File: src/hw/rtl/etl_pkg.sv
package etl_pkg;

    localparam int POSITION_BITS_DEFAULT = 16;
    localparam int TOKEN_FIFO_DEPTH      = 4;

    // token kinds
    localparam logic [4:0] KIND_NAME     = 5'd0;
    localparam logic [4:0] KIND_CONST    = 5'd1;
    localparam logic [4:0] KIND_LSHIFT   = 5'd2;
    localparam logic [4:0] KIND_RSHIFT   = 5'd3;
    localparam logic [4:0] KIND_POWER    = 5'd4;
    localparam logic [4:0] KIND_PLUS     = 5'd5;
    localparam logic [4:0] KIND_MINUS    = 5'd6;
    localparam logic [4:0] KIND_ASTERISK = 5'd7;
    localparam logic [4:0] KIND_SLASH    = 5'd8;
    localparam logic [4:0] KIND_LPAREN   = 5'd9;
    localparam logic [4:0] KIND_RPAREN   = 5'd10;
    localparam logic [4:0] KIND_CARET    = 5'd11;
    localparam logic [4:0] KIND_PIPE     = 5'd12;
    localparam logic [4:0] KIND_AMP      = 5'd13;
    localparam logic [4:0] KIND_TILDE    = 5'd14;
    localparam logic [4:0] KIND_LANGLE   = 5'd15;
    localparam logic [4:0] KIND_RANGLE   = 5'd16;
    localparam logic [4:0] KIND_BANG     = 5'd17;
    localparam logic [4:0] KIND_COMMA    = 5'd18;
    localparam logic [4:0] KIND_HASH     = 5'd19;
    localparam logic [4:0] KIND_INVALID  = 5'd20;
    localparam logic [4:0] KIND_END      = 5'd21;

    // number bases
    localparam logic [1:0] BASE_DEC = 2'd0;
    localparam logic [1:0] BASE_HEX = 2'd1;
    localparam logic [1:0] BASE_BIN = 2'd2;

    // prefix and name characters
    localparam logic [7:0] CHAR_DOLLAR     = 8'h24;
    localparam logic [7:0] CHAR_PERCENT    = 8'h25;
    localparam logic [7:0] CHAR_UNDERSCORE = 8'h5F;
    localparam logic [7:0] CHAR_DOT        = 8'h2E;

    typedef struct packed {
        logic [7:0] char_code;
        logic       end_of_input;
    } lex_in_t;

    typedef struct packed {
        logic [4:0]  token_kind;
        logic [1:0]  number_base;
        logic [15:0] token_start;
        logic [15:0] token_length;
        logic        last_of_run;
    } lex_out_t;

    typedef struct packed {
        logic       hit;
        logic [4:0] kind;
    } op_match_t;

    function automatic logic is_alpha(input logic [7:0] c);
        return (c >= "a" && c <= "z") || (c >= "A" && c <= "Z");
    endfunction

    function automatic logic is_digit(input logic [7:0] c);
        return c >= "0" && c <= "9";
    endfunction

    function automatic logic is_hex(input logic [7:0] c);
        return is_digit(c) || (c >= "a" && c <= "f") || (c >= "A" && c <= "F");
    endfunction

    function automatic op_match_t single_op(input logic [7:0] c);
        op_match_t m;
        m.hit = 1'b1;
        unique case (c)
            "+":     m.kind = KIND_PLUS;
            "-":     m.kind = KIND_MINUS;
            "*":     m.kind = KIND_ASTERISK;
            "/":     m.kind = KIND_SLASH;
            "(":     m.kind = KIND_LPAREN;
            ")":     m.kind = KIND_RPAREN;
            "^":     m.kind = KIND_CARET;
            "|":     m.kind = KIND_PIPE;
            "&":     m.kind = KIND_AMP;
            "~":     m.kind = KIND_TILDE;
            "<":     m.kind = KIND_LANGLE;
            ">":     m.kind = KIND_RANGLE;
            "!":     m.kind = KIND_BANG;
            ",":     m.kind = KIND_COMMA;
            "#":     m.kind = KIND_HASH;
            default:
            begin
                m.hit  = 1'b0;
                m.kind = KIND_INVALID;
            end
        endcase
        return m;
    endfunction

endpackage

File: src/hw/rtl/expression_token_lexer_unit.sv
// Expression token lexer.
// char channel (char_valid/char_ready/char_data): one byte of an expression
// per transaction, or an end marker (end_of_input = 1, char_code ignored).
// token channel (token_valid/token_ready/token_data): one token per
// transaction with kind, number base, start position and length;
// last_of_run marks the last token caused by one char transaction.
// Latency: a token enters the queue when its char transaction is accepted
// and is offered on the token channel the cycle after, if none wait ahead.
// Throughput: one char per cycle while char_ready is high. Tokens go into a
// 4-entry queue, and char_ready stays high while at least two entries are
// free. A byte that yields two tokens needs two pops on the token side, so
// with token_ready high only a sustained run of such bytes pulls char_ready
// low.
// Stall: when token_ready is low, tokens wait in the queue and char_ready
// drops once fewer than two slots remain.
// Reset: the queue empties, the lexer returns to between-tokens with
// position 0. Each end marker also resets position and mode.
module expression_token_lexer_unit #(
    parameter int POSITION_BITS = etl_pkg::POSITION_BITS_DEFAULT
) (
    input  logic             clk,
    input  logic             rst_n,
    input  logic             char_valid,
    output logic             char_ready,
    input  etl_pkg::lex_in_t char_data,
    output logic             token_valid,
    input  logic             token_ready,
    output etl_pkg::lex_out_t token_data
);
    import etl_pkg::*;

    localparam int                 PTR_BITS = $clog2(TOKEN_FIFO_DEPTH);
    localparam logic [POSITION_BITS-1:0] POS_MAX = {POSITION_BITS{1'b1}};
    localparam logic [POSITION_BITS-1:0] POS_ONE = POSITION_BITS'(1);

    // one-hot lexer modes
    typedef enum logic [6:0] {
        MODE_IDLE = 7'b0000001,
        MODE_NAME = 7'b0000010,
        MODE_NUM  = 7'b0000100,
        MODE_LT   = 7'b0001000,
        MODE_GT   = 7'b0010000,
        MODE_STAR = 7'b0100000,
        MODE_DEAD = 7'b1000000
    } mode_t;

    mode_t                    mode_reg, mode_next;
    logic [1:0]               base_reg, base_next;
    logic [POSITION_BITS-1:0] pstart_reg, pstart_next;
    logic [POSITION_BITS-1:0] plen_reg, plen_next;
    logic [POSITION_BITS-1:0] pos_reg, pos_next;

    // token queue
    lex_out_t              fifo_reg [TOKEN_FIFO_DEPTH];
    logic [PTR_BITS-1:0]   wr_ptr_reg, rd_ptr_reg;
    logic [PTR_BITS:0]     count_reg;

    function automatic logic [15:0] clip_pos(input logic [POSITION_BITS-1:0] v);
        logic [31:0] wide;
        wide = 32'(v);
        return (wide > 32'h0000_FFFF) ? 16'hFFFF : wide[15:0];
    endfunction

    function automatic logic [POSITION_BITS-1:0] sat_inc(
        input logic [POSITION_BITS-1:0] v);
        return (v == POS_MAX) ? v : v + POS_ONE;
    endfunction

    logic [7:0] c;
    logic       eoi;
    logic       accept;
    logic       pop;

    assign c      = char_data.char_code;
    assign eoi    = char_data.end_of_input;
    assign accept = char_valid && char_ready;
    assign pop    = token_valid && token_ready;

    // pending token that a breaking byte or end marker flushes
    logic     flush_valid;
    lex_out_t flush_tok;

    always_comb
    begin
        flush_valid            = 1'b1;
        flush_tok.number_base  = BASE_DEC;
        flush_tok.token_start  = clip_pos(pstart_reg);
        flush_tok.token_length = 16'd1;
        flush_tok.last_of_run  = 1'b0;
        unique case (mode_reg)
            MODE_NAME:
            begin
                flush_tok.token_kind   = KIND_NAME;
                flush_tok.token_length = clip_pos(plen_reg);
            end
            MODE_NUM:
            begin
                flush_tok.token_kind   = KIND_CONST;
                flush_tok.number_base  = base_reg;
                flush_tok.token_length = clip_pos(plen_reg);
            end
            MODE_LT:   flush_tok.token_kind = KIND_LANGLE;
            MODE_GT:   flush_tok.token_kind = KIND_RANGLE;
            MODE_STAR: flush_tok.token_kind = KIND_ASTERISK;
            default:
            begin
                flush_valid          = 1'b0;
                flush_tok.token_kind = KIND_INVALID;
            end
        endcase
    end

    // what this byte does when lexed from between tokens
    op_match_t  op;
    mode_t      start_mode;
    logic [1:0] start_base;
    logic       start_pending;
    logic       start_emit;
    lex_out_t   start_tok;

    always_comb
    begin
        op                     = single_op(c);
        start_base             = BASE_DEC;
        start_pending          = 1'b1;
        start_emit             = 1'b0;
        start_tok.token_kind   = op.kind;
        start_tok.number_base  = BASE_DEC;
        start_tok.token_start  = clip_pos(pos_reg);
        start_tok.token_length = 16'd1;
        start_tok.last_of_run  = 1'b0;
        priority if (is_alpha(c) || c == CHAR_UNDERSCORE || c == CHAR_DOT)
            start_mode = MODE_NAME;
        else if (is_digit(c) || c == CHAR_DOLLAR || c == CHAR_PERCENT)
        begin
            start_mode = MODE_NUM;
            if (c == CHAR_DOLLAR)
                start_base = BASE_HEX;
            else if (c == CHAR_PERCENT)
                start_base = BASE_BIN;
        end
        else if (c == "<")
            start_mode = MODE_LT;
        else if (c == ">")
            start_mode = MODE_GT;
        else if (c == "*")
            start_mode = MODE_STAR;
        else
        begin
            // single operator, or an unknown byte that kills the expression
            start_pending = 1'b0;
            start_emit    = 1'b1;
            start_mode    = op.hit ? MODE_IDLE : MODE_DEAD;
        end
    end

    // continuation tests and two-character operators
    logic       name_cont, num_cont, pair_hit;
    logic [4:0] pair_kind;

    always_comb
    begin
        name_cont = is_alpha(c) || is_digit(c) || c == CHAR_UNDERSCORE;
        unique case (base_reg)
            BASE_HEX: num_cont = is_hex(c);
            BASE_BIN: num_cont = (c == "0") || (c == "1");
            default:  num_cont = is_digit(c);
        endcase
        num_cont = num_cont || c == CHAR_UNDERSCORE;

        pair_hit  = 1'b0;
        pair_kind = KIND_POWER;
        unique case (mode_reg)
            MODE_LT:
            begin
                pair_hit  = (c == "<");
                pair_kind = KIND_LSHIFT;
            end
            MODE_GT:
            begin
                pair_hit  = (c == ">");
                pair_kind = KIND_RSHIFT;
            end
            MODE_STAR: pair_hit = (c == "*");
            default:   pair_hit = 1'b0;
        endcase
    end

    // main step: token A is the flushed one, token B the new one
    logic     emit_a, emit_b, restart;
    lex_out_t tok_a, tok_b;

    always_comb
    begin
        mode_next   = mode_reg;
        base_next   = base_reg;
        pstart_next = pstart_reg;
        plen_next   = plen_reg;
        pos_next    = pos_reg;
        emit_a      = 1'b0;
        emit_b      = 1'b0;
        restart     = 1'b0;
        tok_a       = flush_tok;
        tok_b       = start_tok;

        if (eoi)
        begin
            emit_a             = flush_valid;
            emit_b             = 1'b1;
            tok_b.token_kind   = KIND_END;
            tok_b.token_length = 16'd0;
            mode_next          = MODE_IDLE;
            base_next          = BASE_DEC;
            pstart_next        = '0;
            plen_next          = '0;
            pos_next           = '0;
        end
        else
        begin
            pos_next = sat_inc(pos_reg);
            unique case (mode_reg)
                MODE_DEAD: ;
                MODE_NAME:
                    if (name_cont)
                        plen_next = sat_inc(plen_reg);
                    else
                        restart = 1'b1;
                MODE_NUM:
                    if (num_cont)
                        plen_next = sat_inc(plen_reg);
                    else
                        restart = 1'b1;
                MODE_LT, MODE_GT, MODE_STAR:
                    if (pair_hit)
                    begin
                        emit_b             = 1'b1;
                        tok_b.token_kind   = pair_kind;
                        tok_b.token_start  = clip_pos(pstart_reg);
                        tok_b.token_length = 16'd2;
                        mode_next          = MODE_IDLE;
                        pstart_next        = '0;
                        plen_next          = '0;
                    end
                    else
                        restart = 1'b1;
                default: restart = 1'b1;
            endcase

            if (restart)
            begin
                emit_a      = flush_valid;
                emit_b      = start_emit;
                mode_next   = start_mode;
                base_next   = start_base;
                pstart_next = start_pending ? pos_reg : '0;
                plen_next   = start_pending ? POS_ONE : '0;
            end
        end
    end

    // pack into queue slots in emission order
    lex_out_t   slot0, slot1;
    logic [1:0] push_n;

    always_comb
    begin
        slot0             = emit_a ? tok_a : tok_b;
        slot0.last_of_run = !(emit_a && emit_b);
        slot1             = tok_b;
        slot1.last_of_run = 1'b1;
        push_n            = accept ? (2'(emit_a) + 2'(emit_b)) : 2'd0;
    end

    assign char_ready  = count_reg < (PTR_BITS+1)'(TOKEN_FIFO_DEPTH - 1);
    assign token_valid = count_reg != '0;
    assign token_data  = fifo_reg[rd_ptr_reg];

    always_ff @(posedge clk or negedge rst_n)
    begin
        if (!rst_n)
        begin
            mode_reg   <= MODE_IDLE;
            base_reg   <= BASE_DEC;
            pstart_reg <= '0;
            plen_reg   <= '0;
            pos_reg    <= '0;
            wr_ptr_reg <= '0;
            rd_ptr_reg <= '0;
            count_reg  <= '0;
        end
        else
        begin
            if (accept)
            begin
                mode_reg   <= mode_next;
                base_reg   <= base_next;
                pstart_reg <= pstart_next;
                plen_reg   <= plen_next;
                pos_reg    <= pos_next;
            end
            wr_ptr_reg <= wr_ptr_reg + PTR_BITS'(push_n);
            rd_ptr_reg <= rd_ptr_reg + PTR_BITS'(pop);
            count_reg  <= count_reg + (PTR_BITS+1)'(push_n) - (PTR_BITS+1)'(pop);
        end
    end

    // queue payload, no reset needed
    always_ff @(posedge clk)
    begin
        if (push_n != 2'd0)
            fifo_reg[wr_ptr_reg] <= slot0;
        if (push_n == 2'd2)
            fifo_reg[wr_ptr_reg + PTR_BITS'(1)] <= slot1;
    end

endmodule

File: config.mk
export PLATFORM = sky130hd
export DESIGN_NAME = expression_token_lexer_unit
export DESIGN_NICKNAME = d
export VERILOG_FILES = /design/src/hw/rtl/etl_pkg.sv /design/src/hw/rtl/expression_token_lexer_unit.sv
export SDC_FILE = /design/constraint.sdc
export NUM_CORES = 1
export LEC_CHECK = 0
export BUFFER_PORTS_ARGS = -buffer_cell sky130_fd_sc_hd__buf_4
export CORE_UTILIZATION = 30
export CTS_BUF_LIST = sky130_fd_sc_hd__clkbuf_2
export DETAILED_ROUTE_END_ITERATION = 10
export GPL_TIMING_DRIVEN = 0
export PLACE_DENSITY = 0.52
export SYNTH_ARGS = -nofsm -noshare
export SYNTH_HDL_FRONTEND = slang
export SYNTH_SLANG_ARGS = --single-unit
File: constraint.sdc
create_clock -name clk -period 8.1 [get_ports clk]
set_clock_uncertainty 0.2 [all_clocks]
set_input_delay 0.405 -clock clk [delete_from_list [all_inputs] [get_ports clk]]
set_output_delay 0.405 -clock clk [all_outputs]
set_load 0.01 [all_outputs]
==> out/metrics.yaml, run 1 <==
outcome: "completed"
worstMarginPinSlew_ps: 1272
num_vias: 8941
slowest_stage: "inv_1"
drc_errors: 0
reg2reg_slack_ps: 1670
io_buffers: 51
die_h_um: 194.0
first_iter_violations: 683
drive_gt1_share_pct: 18.55
synth-seq-cells: 224
powerDensity_nw_per_um2: 254.0
hold_path_startpoint: "char_data[0]"
reg2reg_depth: 14
antenna_found_initial: 1
cts_tree: "built"
r2r_start: "mode_reg[3]"
std_cell_rows: 69
path_cells: "dlygate4sd3_1 > buf_2 > or4b_1 > dlygate4sd3_1 > buf_2 > nor4_4 > a31oi_2 > o2bb2ai_1 > o31ai_2 > buf_2 > inv_1 > ha_1 > o21ai_1 > nor2_1 > nor2_1 > clkbuf_1 > inv_1"
grt.overflow.total: 0
setup_viol: 0
totalWireLength_um: 32550
crit_path_max_incr_delay_ps: 710
root_buffer: "clkbuf_2"
cts_buffers: 59
drt-wirelength-per-cell_um: 19.62
clock_latency_ps: 890
grt_max_degree: 64
end_kind: "register"
clkTransAtPathRegs_ps: 100
worstPathArrival_ps: 6850
cts_setup_buffers: 0
initial_core_util_pct: 30.79
fmax_mhz: 150.5
core-area_um2: 35910
grt_first_pass_wirelength_um: 49970
crit_fanout: 23
async_flop_share_pct: 28.57
grt_pass1_vias: 8642
hpwl_um: 21630
cts_resized: 0
cts_hold_buf: 14
ir_drop_uv: 82.86
place_congestion: 0.8452
ant_nets: 0
layout_commonest_cell: "nand2_1"
dr.pass1.iters: 5
yosys_warnings: 0
min_path_type: "in -> reg"
cpMostUsedCell: "buf_2"
synth_nets: 1043
tns_ps: 0
synth_seq_area_share_pct: 51.79
crit_type: "in -> reg"
ios: 55
areaGrowthSynthToFinish_pct: 15.32
synth.avg_cell_area_um2: 10.85
ys_types: 71
maxCapViolations: 0
fin_util_pct: 35.50
die_w_um: 194.0
via_per_inst: 5.389
track_usage_pct: 17.13
fin_crit_sh_pct: 82.05
htree_levels: 2
largest_reg_flops: 160
maxSlewViolCount: 0
min_delay_path_depth: 4
hold_viol: 0
rr_endpoint: "fifo_reg[1][24]"
dieArea_um2: 37630
total_leakage_power_nw: 4.624
period_needed_ps: 6646
netlist_area_um2: 11060
clock_sinks: 224
syn_inst: 1019
rsz0062_at_grt: "false"
synth_edf_count: 92
start_kind: "input pin"
hold-path-endpoint: "plen_reg[1]"
finalNetCount: 1170
final_cell_mix: "nand2_1, o21ai_0, edfxtp_1, clkbuf_2, dfxtp_1"
worst_ep_required_time_ps: 8300
max_slew_margin_pct: 15.10
yosys_most_used_dff: "edfxtp_1"
clockBufferDepth: 3
-- cell usage after synthesis, drive strengths merged (15+ instances only) --
master	number	area, um2
a21oi	29	145.1
a22o	21	183.9
a32o	58	580.6
buf	30	162.7
clkbuf	56	210.2
dfrtp	63	1577
dfxtp	68	1361
edfxtp	92	2763
inv	25	93.84
mux4	40	900.9
nand2	124	465.5
nand2b	15	93.84
nand3	32	160.2
nor2	37	161.4
nor3	27	135.1
o21ai	115	575.6
o22ai	27	168.9
-- area by class of cell --
cell class,count,area [um2]
inverters,25,93.84
flip-flops and latches,224,5727
plain buffers,86,372.9
clock inverters,25,125.1
clock buffers,87,435.4
multi-input cells,684,4870
repair buffers,66,548.0
diodes,1,2.502
well taps,461,576.8
fillers,3713,23160
-- kinds of logic (layout without fill, tap and decap cells) --
family,Yosys count,after routing,share of synthesized area (%)
simple gates,320,320,14.69
buf+inv,111,289,4.221
compound gates,291,291,18.05
other cells,0,1,0
mux,43,43,8.430
flops,224,224,51.79
fa+ha+maj,11,11,1.313
xor+xnor,19,19,1.505
-- per-layer routing --
layer	share of wire, %	routed length (um)	track usage (%)	up-vias
li1	-	-	-	4192
met1	47	15250	24.40	4386
met2	46	14860	26.53	315
met3	5.9	1923	2.800	48
met4	1.6	515	5.320	0
met5	0	0	0	-
-- critical path, delay by kind of cell --
family / cells / cell delay, ps
AOI/OAI and AO/OA: 4 / 1290
adders and majority gates: 1 / 440
buffers and inverters: 8 / 3230
and+or+nand+nor: 4 / 1460
-- report_power, final --
part	total (mW)	internal, mW	switching [mW]
clock network	0.812	0.322	0.490
logic	1.05	0.412	0.643
registers	1.37	1.30	0.0764
-- metrics by stage --
step / area, um2 / setup WS (ps) / hold slack (ps) / cells / total power [mW]
floorplan: 11060 / 3415 / -90.59 / 1019 / 2.031
global placement: 12020 / 1417 / 241.5 / 1531 / 2.449
detailed placement: 12030 / 1450 / 249.3 / 1532 / 2.455
CTS: 12750 / 1618 / 62.30 / 1658 / 3.288
global route: 12750 / 1120 / 114.2 / 1659 / 3.429
finish: 12750 / 1454 / 156.7 / 1659 / 3.238
-- how the worst max path moves through the flow --
stage | slack, ps | cells past startpoint | from | endpoint
detailed placement | 1450 | 15 | char_data[7] | fifo_reg[1][26]
finish | 1450 | 17 | char_data[5] | fifo_reg[1][24]
global route | 1120 | 17 | char_data[5] | fifo_reg[1][24]
floorplan | 3420 | 15 | char_data[5] | fifo_reg[1][17]
CTS | 1620 | 17 | char_data[5] | fifo_reg[1][24]
global placement | 1420 | 15 | char_data[7] | fifo_reg[1][30]
Note: power is estimated with default switching activity, not from simulation.
==> run 2, diff against run 1 <==
--- a/config.mk
+++ b/config.mk
@@ -10,7 +10,7 @@
 export CTS_BUF_LIST = sky130_fd_sc_hd__clkbuf_2
 export DETAILED_ROUTE_END_ITERATION = 10
 export GPL_TIMING_DRIVEN = 0
-export PLACE_DENSITY = 0.52
+export PLACE_DENSITY = 0.53
 export SYNTH_ARGS = -nofsm -noshare
 export SYNTH_HDL_FRONTEND = slang
 export SYNTH_SLANG_ARGS = --single-unit
==> constraint.sdc (replaced) <==
create_clock -name clk -period 5.6 [get_ports clk]
set_clock_uncertainty 0.2 [all_clocks]
set_input_delay 0.28 -clock clk [delete_from_list [all_inputs] [get_ports clk]]
set_output_delay 0.28 -clock clk [all_outputs]
set_load 0.01 [all_outputs]
==> out/metrics.yaml, run 2 (synthesized netlist as in run 1, its figures left out) <==
num_vias: 9068  # +1.4%
core-area_um2: 35910  # unchanged
worstPathArrival_ps: 5860  # -990 ps
worst_ep_required_time_ps: 6090  # -2210 ps
powerDensity_nw_per_um2: 358.9  # +41%
antenna_found_initial: 1  # unchanged
total_leakage_power_nw: 4.656  # +0.69%
fin_util_pct: 36.08  # +0.57 points
largest_reg_flops: 160  # unchanged
maxSlewViolCount: 0  # unchanged
period_needed_ps: 5372
cpMostUsedCell: "buf_2"
hold_path_startpoint: "char_data[0]"
clock_latency_ps: 880  # about the same
dieArea_um2: 37630  # unchanged
grt_first_pass_wirelength_um: 51850  # +3.8%
cts_buffers: 55  # -6.8%
placed_cells_incl_taps: 1532  # unchanged
reg2reg_depth: 15  # +1
end_kind: "register"
ir_drop_uv: 119.8  # +45%
worstMarginPinSlew_ps: 1139  # -133.4 ps
fin_crit_sh_pct: 95.93
ant_nets: 0  # unchanged
fin_cells: 1665  # +0.36%
rsz0062_at_grt: "false"
totalWireLength_um: 33500  # +2.9%
critPathLaunch: "mode_reg[3]"
grt.overflow.total: 0  # unchanged
clockBufferDepth: 3  # unchanged
dr.pass1.iters: 5  # unchanged
via_per_inst: 5.446  # +1.1%
drc_errors: 0  # unchanged
start_kind: "register"
clkTransAtPathRegs_ps: 110  # about the same
max_slew_margin_pct: 24.10  # +9.0 points
rr_endpoint: "fifo_reg[1][24]"
track_usage_pct: 17.72  # +0.59 points
areaGrowthSynthToFinish_pct: 17.19
final_cell_mix: "nand2_1, o21ai_0, clkbuf_2, edfxtp_1, dfxtp_1"
setup_viol: 0  # unchanged
root_buffer: "clkbuf_2"
fmax_mhz: 186.1
place_congestion: 0.8279  # -2.0%
crit_type: "reg -> reg"
tns_ps: 0  # unchanged
crit_fanout: 10  # -57%
finalInstanceArea_um2: 12960  # +1.6%
cts_tree: "built"
layout_commonest_cell: "nand2_1"
die_w_um: 194.0  # unchanged
slowest_stage: "nor4_1"
path_cells: "clkbuf_1 > or3b_2 > nor4_4 > a31oi_2 > o2bb2ai_1 > o31ai_4 > buf_2 > inv_1 > ha_1 > nor4_1 > nor2_2 > o22ai_2 > buf_2 > nand2_1 > o21ai_0"
ios: 55  # unchanged
clock_sinks: 224  # unchanged
reg2reg_slack_ps: 230  # -1440 ps
initial_core_util_pct: 30.79  # unchanged
crit_end: "fifo_reg[1][24]"
min_path_type: "in -> reg"
outcome: "completed"
die_h_um: 194.0  # unchanged
hold_viol: 0  # unchanged
drt-wirelength-per-cell_um: 20.12  # +2.5%
htree_levels: 2  # unchanged
std_cell_rows: 69  # unchanged
drive_gt1_share_pct: 21.28  # +2.7 points
first_iter_violations: 633  # -7.3%
r2r_start: "mode_reg[3]"
grt_max_degree: 64  # unchanged
hpwl_um: 21980  # +1.6%
maxCapViolations: 0  # unchanged
io_buffers: 51  # unchanged
grt_pass1_vias: 8806  # +1.9%
crit_path_max_incr_delay_ps: 650  # -60 ps
p_total_mw: 4.651  # +44%
finalNetCount: 1181  # +0.94%
place_area_um2: 12030  # unchanged
==> run 2: cell types whose count changed in the layout (fill, tap and decap cells not counted), moves of 3 or more <==
cell / before / now
inv_1: 25 / 21
o22ai_2: 0 / 3
clkinvlp_4: 1 / 9
dlygate4sd3_1: 13 / 21
clkbuf_1: 56 / 47
nor2_1: 32 / 29
o22ai_1: 27 / 23
clkinv_1: 22 / 15
buf_4: 52 / 55
a21oi_2: 0 / 3
a21oi_1: 29 / 26
clkbuf_2: 87 / 94
==> run 2: final cells by class <==
| type | count | area, um2 |
|---|---|---|
| fill | 3684 | 22960 |
| buffer | 85 | 379.1 |
| antenna | 1 | 2.502 |
| clock inverter | 17 | 68.82 |
| inverter | 25 | 108.9 |
| clock buffer | 86 | 430.4 |
| timing repair inverter | 4 | 30.03 |
| tap | 461 | 576.8 |
| timing repair buffer | 78 | 670.6 |
| multi-input combinational | 684 | 4964 |
| sequential | 224 | 5727 |
==> run 2: report_power, final <==
part	leakage (nW)	internal [mW]	switching, mW
registers	2.27	1.87	0.125
logic	2.00	0.615	0.953
clock network	0.385	0.407	0.680
total	4.66	2.89	1.76
==> run 2: metrics by stage <==
step / setup WS (ps) / hold WS [ps]
floorplan: 996.2 / -215.6
global placement: -1070 / 242.2
detailed placement: -1011 / 250.5
CTS: -53.41 / 41.88
global route: 1.747 / 87.78
finish: 227.8 / 121.0
==> run 2: how the worst min path moves through the flow <==
| stage | cells after the start | slack [ps] | to |
|---|---|---|---|
| global placement | 1 | 240 | fifo_reg[2][8] |
| detailed placement | 1 | 250 | fifo_reg[2][0] |
| CTS | 6 | 40 | pos_reg[5] |
| floorplan | 0 | -220 | base_reg[0] |
| finish | 6 | 120 | pos_reg[5] |
| global route | 3 | 90 | mode_reg[4] |
==> run 2: metal layers <==
metal / share of wire, % / GRT usage, %
met1: 46 / 25.31
met2: 45 / 27.15
met3: 6.7 / 3.201
met4: 1.7 / 5.497
met5: 0 / 0
==> run 2: worst max-delay path: cells and delay by family, from the launching register on <==
kind	cells	cell delay (ps)
AND/OR/NAND/NOR	5	1850
AO/OA/AOI/OAI	5	1180
buffers and inverters	4	1080
adder cells (fa/ha/maj)	1	470
flip-flops	1	370
==> run 2: repair_timing <==
action / in CTS / in global routing
setup endpoints to repair: 146 / 189
hold buffers: 22 / 0
gates resized for setup: 24 / 17
pin swaps: 0 / 1
setup buffers: 3 / 1
gates cloned: 3 / 1
hold endpoints to repair: 106 / 0
==> run 3, diff against run 2 <==
--- a/config.mk
+++ b/config.mk
@@ -5,7 +5,9 @@
 export SDC_FILE = /design/constraint.sdc
 export NUM_CORES = 1
 export LEC_CHECK = 0
+export ABC_AREA = 1
 export BUFFER_PORTS_ARGS = -buffer_cell sky130_fd_sc_hd__buf_4
+export CAP_MARGIN = 0
 export CORE_UTILIZATION = 30
 export CTS_BUF_LIST = sky130_fd_sc_hd__clkbuf_2
 export DETAILED_ROUTE_END_ITERATION = 10
==> out/metrics.yaml, run 3 <==
maxCapViolations: 0  # unchanged
n_fill_cell: 4306  # +17%
finalNetCount: 1752  # +48%
htree_levels: 2  # unchanged
maxSlewViolCount: 0  # unchanged
clock_latency_ps: 950  # +70 ps
synth_nets: 1615  # +55%
worstMarginPinSlew_ps: 908.9  # -229.6 ps
cts_tree: "built"
die_h_um: 203.4  # +4.8%
ant_nets: 0  # unchanged
netlist_top_cells_count: "nand2_1, nand3_1, nor2_1"
synth.avg_cell_area_um2: 7.647  # -30%
largest_reg_flops: 160  # unchanged
clock_sinks: 224  # unchanged
grt_util_met1_pct: 26.24  # +0.93 points
initial_core_util_pct: 30.55  # -0.23 points
total_leakage_power_nw: 6.381  # +37%
grt-busiest-layer: "met2"
period_needed_ps: 5258  # -114.6 ps
io_buffers: 52  # +2.0%
grtUsageMet2_pct: 31.33  # +4.2 points
synth_seq_area_share_pct: 47.07  # -4.7 points
grt.overflow.total: 0  # unchanged
drc_errors: 0  # unchanged
die_w_um: 203.4  # +4.8%
drive_gt1_share_pct: 12.75  # -8.5 points
ys_top_cells_by_area: "edfxtp_1, nand2_1, dfrtp_1"
clockBufferDepth: 3  # unchanged
grt_use_met3_pct: 3.180  # -0.021 points
powerDensity_nw_per_um2: 406.1  # +13%
tns_ps: 0  # unchanged
root_buffer: "clkbuf_2"
netlist_area_um2: 12170  # +10%
std_cell_rows: 73  # +5.8%
fin_util_pct: 35.25  # -0.83 points
crit_fanout: 24  # +14
yosys_warnings: 0  # unchanged
max_slew_margin_pct: 39.40  # +15 points
place_congestion: 0.8547  # +3.2%
final_cell_mix: "nand2_1, nand3_1, nor2_1, o21ai_0, inv_1"
ys_types: 49  # -31%
start_kind: "input pin"
num_vias: 11440  # +26%
totalWireLength_um: 40000  # +19%
cts_buffers: 56  # +1.8%
min_path_type: "in -> reg"
first_iter_violations: 809  # +28%
dr.pass1.iters: 7  # +2
syn_inst: 1591  # +56%
cts_setup_buffers: 0  # -3
hpwl_um: 27660  # +26%
async_flop_share_pct: 28.57  # unchanged
fin_crit_sh_pct: 93.89  # -2.0 points
end_kind: "register"
antenna_found_initial: 1  # unchanged
worst_ep_required_time_ps: 5830  # -260 ps
clkTransAtPathRegs_ps: 110  # about the same
ir_drop_uv: 160.2  # +34%
worstPathArrival_ps: 5490  # -370 ps
layout_commonest_cell: "nand2_1"
crit_type: "in -> reg"
synth_top_area_share_pct: 22.71  # -2.3 points
areaGrowthSynthToFinish_pct: 15.36
synth-seq-cells: 224  # unchanged
drt-wirelength-per-cell_um: 17.41  # -13%
outcome: "completed"
setup_viol: 0  # unchanged
dieArea_um2: 41370  # +9.9%
ios: 55  # unchanged
yosys_most_used_dff: "edfxtp_1"
hold_viol: 0  # unchanged
yosysTopAreaCell: "edfxtp_1"
fmax_mhz: 190.2  # +2.2%
yosysMostFrequentCell: "nand2_1"
synth_edf_count: 92  # unchanged
via_per_inst: 4.978  # -8.6%
grt_first_pass_wirelength_um: 62770  # +21%
grt_max_degree: 64  # unchanged
grt_pass1_vias: 11170  # +27%
track_usage_pct: 19.53  # +1.8 points
rsz0062_at_grt: "false"
core-area_um2: 39820  # +11%
-- run 3: changes by cell type in the layout (fill, tap and decap cells not counted), sizes merged, moves of 12 or more --
cell    delta
and2      -12
nor2     +117
inv      +100
o21ai     +53
nand2    +332
a22o      -21
or3       -12
nand3    +168
o22ai     +17
mux4      -40
nand2b    -15
a32o      -58
-- run 3: critical path: stages --
cell	delay (ps)
dlygate4sd3_1	530
buf_4	140
inv_1	70
nand3_4	110
dlygate4sd3_1	640
inv_2	80
nand3_1	90
nor2_1	50
dlygate4sd3_1	560
nor3b_1	350
nand2_1	90
nor2_1	220
nand2_1	170
nand2_1	110
ha_1	240
inv_1	110
nor2_1	100
nor2_1	330
nor2_1	290
nor2_1	290
clkinvlp_4	630
-- run 3: metal layers --
layer / wire length, um / part of all wire [%]
met3: 2612 / 6.5
met2: 18210 / 46
met5: 0 / 0
met1: 17990 / 45
met4: 1189 / 3.0
-- run 3: cell families after synthesis --
| logic type | count (synthesis) | share of synthesized area, % |
|---|---|---|
| XOR/XNOR | 19 | 1.368 |
| AND/OR/NAND/NOR | 863 | 31.74 |
| buffers and inverters | 214 | 7.260 |
| adder cells (fa/ha/maj) | 11 | 1.193 |
| AO/OA/AOI/OAI | 260 | 11.37 |
| flip-flops | 224 | 47.07 |
-- run 3: final cells by class --
| cell class | count | area, um2 | share of cell area [%] |
|---|---|---|---|
| Inverter | 129 | 501.7 | 3.575 |
| Clock inverter | 19 | 101.3 | 0.7221 |
| Clock buffer | 83 | 415.4 | 2.960 |
| Multi-Input combinational cell | 1153 | 5557 | 39.59 |
| Buffer | 85 | 396.6 | 2.826 |
| Sequential cell | 224 | 5727 | 40.80 |
| Tap cell | 525 | 656.9 | 4.680 |
| Timing Repair Buffer | 79 | 678.2 | 4.832 |
| Antenna cell | 1 | 2.502 | 0.01783 |
-- run 3: worst paths after layout --
kind	from	to	slack (ps)	depth (start not counted)
hold / removal	char_data[0]	fifo_reg[1][1]	190	5
hold reg to reg	fifo_reg[1][10]	fifo_reg[1][10]	250	2
min in group asynchronous	rst_n	mode_reg[0]	220	3
max in group asynchronous	rst_n	mode_reg[5]	4600	4
setup / recovery	char_data[5]	fifo_reg[3][23]	340	21
setup reg to reg	mode_reg[6]	fifo_reg[3][23]	630	18
-- run 3: power by group --
group	leakage [nW]	internal (mW)	total [mW]	switching, mW
logic	3.71	0.800	2.46	1.66
registers	2.28	1.96	2.09	0.122
clock network	0.388	0.443	1.16	0.715
-- run 3: stage by stage --
step | setup slack, ps | cells | power, mW | hold WS, ps | instance area [um2]
6_report | 342.4 | 2298 | 5.700 | 192.4 | 14040
2_1_floorplan | 1856 | 1591 | 3.494 | -215.6 | 12170
5_1_grt | 62.11 | 2298 | 6.077 | 205.4 | 14040
3_3_place_gp | 396.0 | 2168 | 4.515 | 233.7 | 13210
3_5_place_dp | 370.0 | 2168 | 4.555 | 235.0 | 13210
4_1_cts | 130.0 | 2297 | 5.739 | 130.1 | 14020
-- run 3: timing repair --
item	4_1_cts	5_1_grt
endpoints found under the setup margin	0	96
hold buffers	27	0
resized for setup	0	4
hold endpoints to repair	151	0
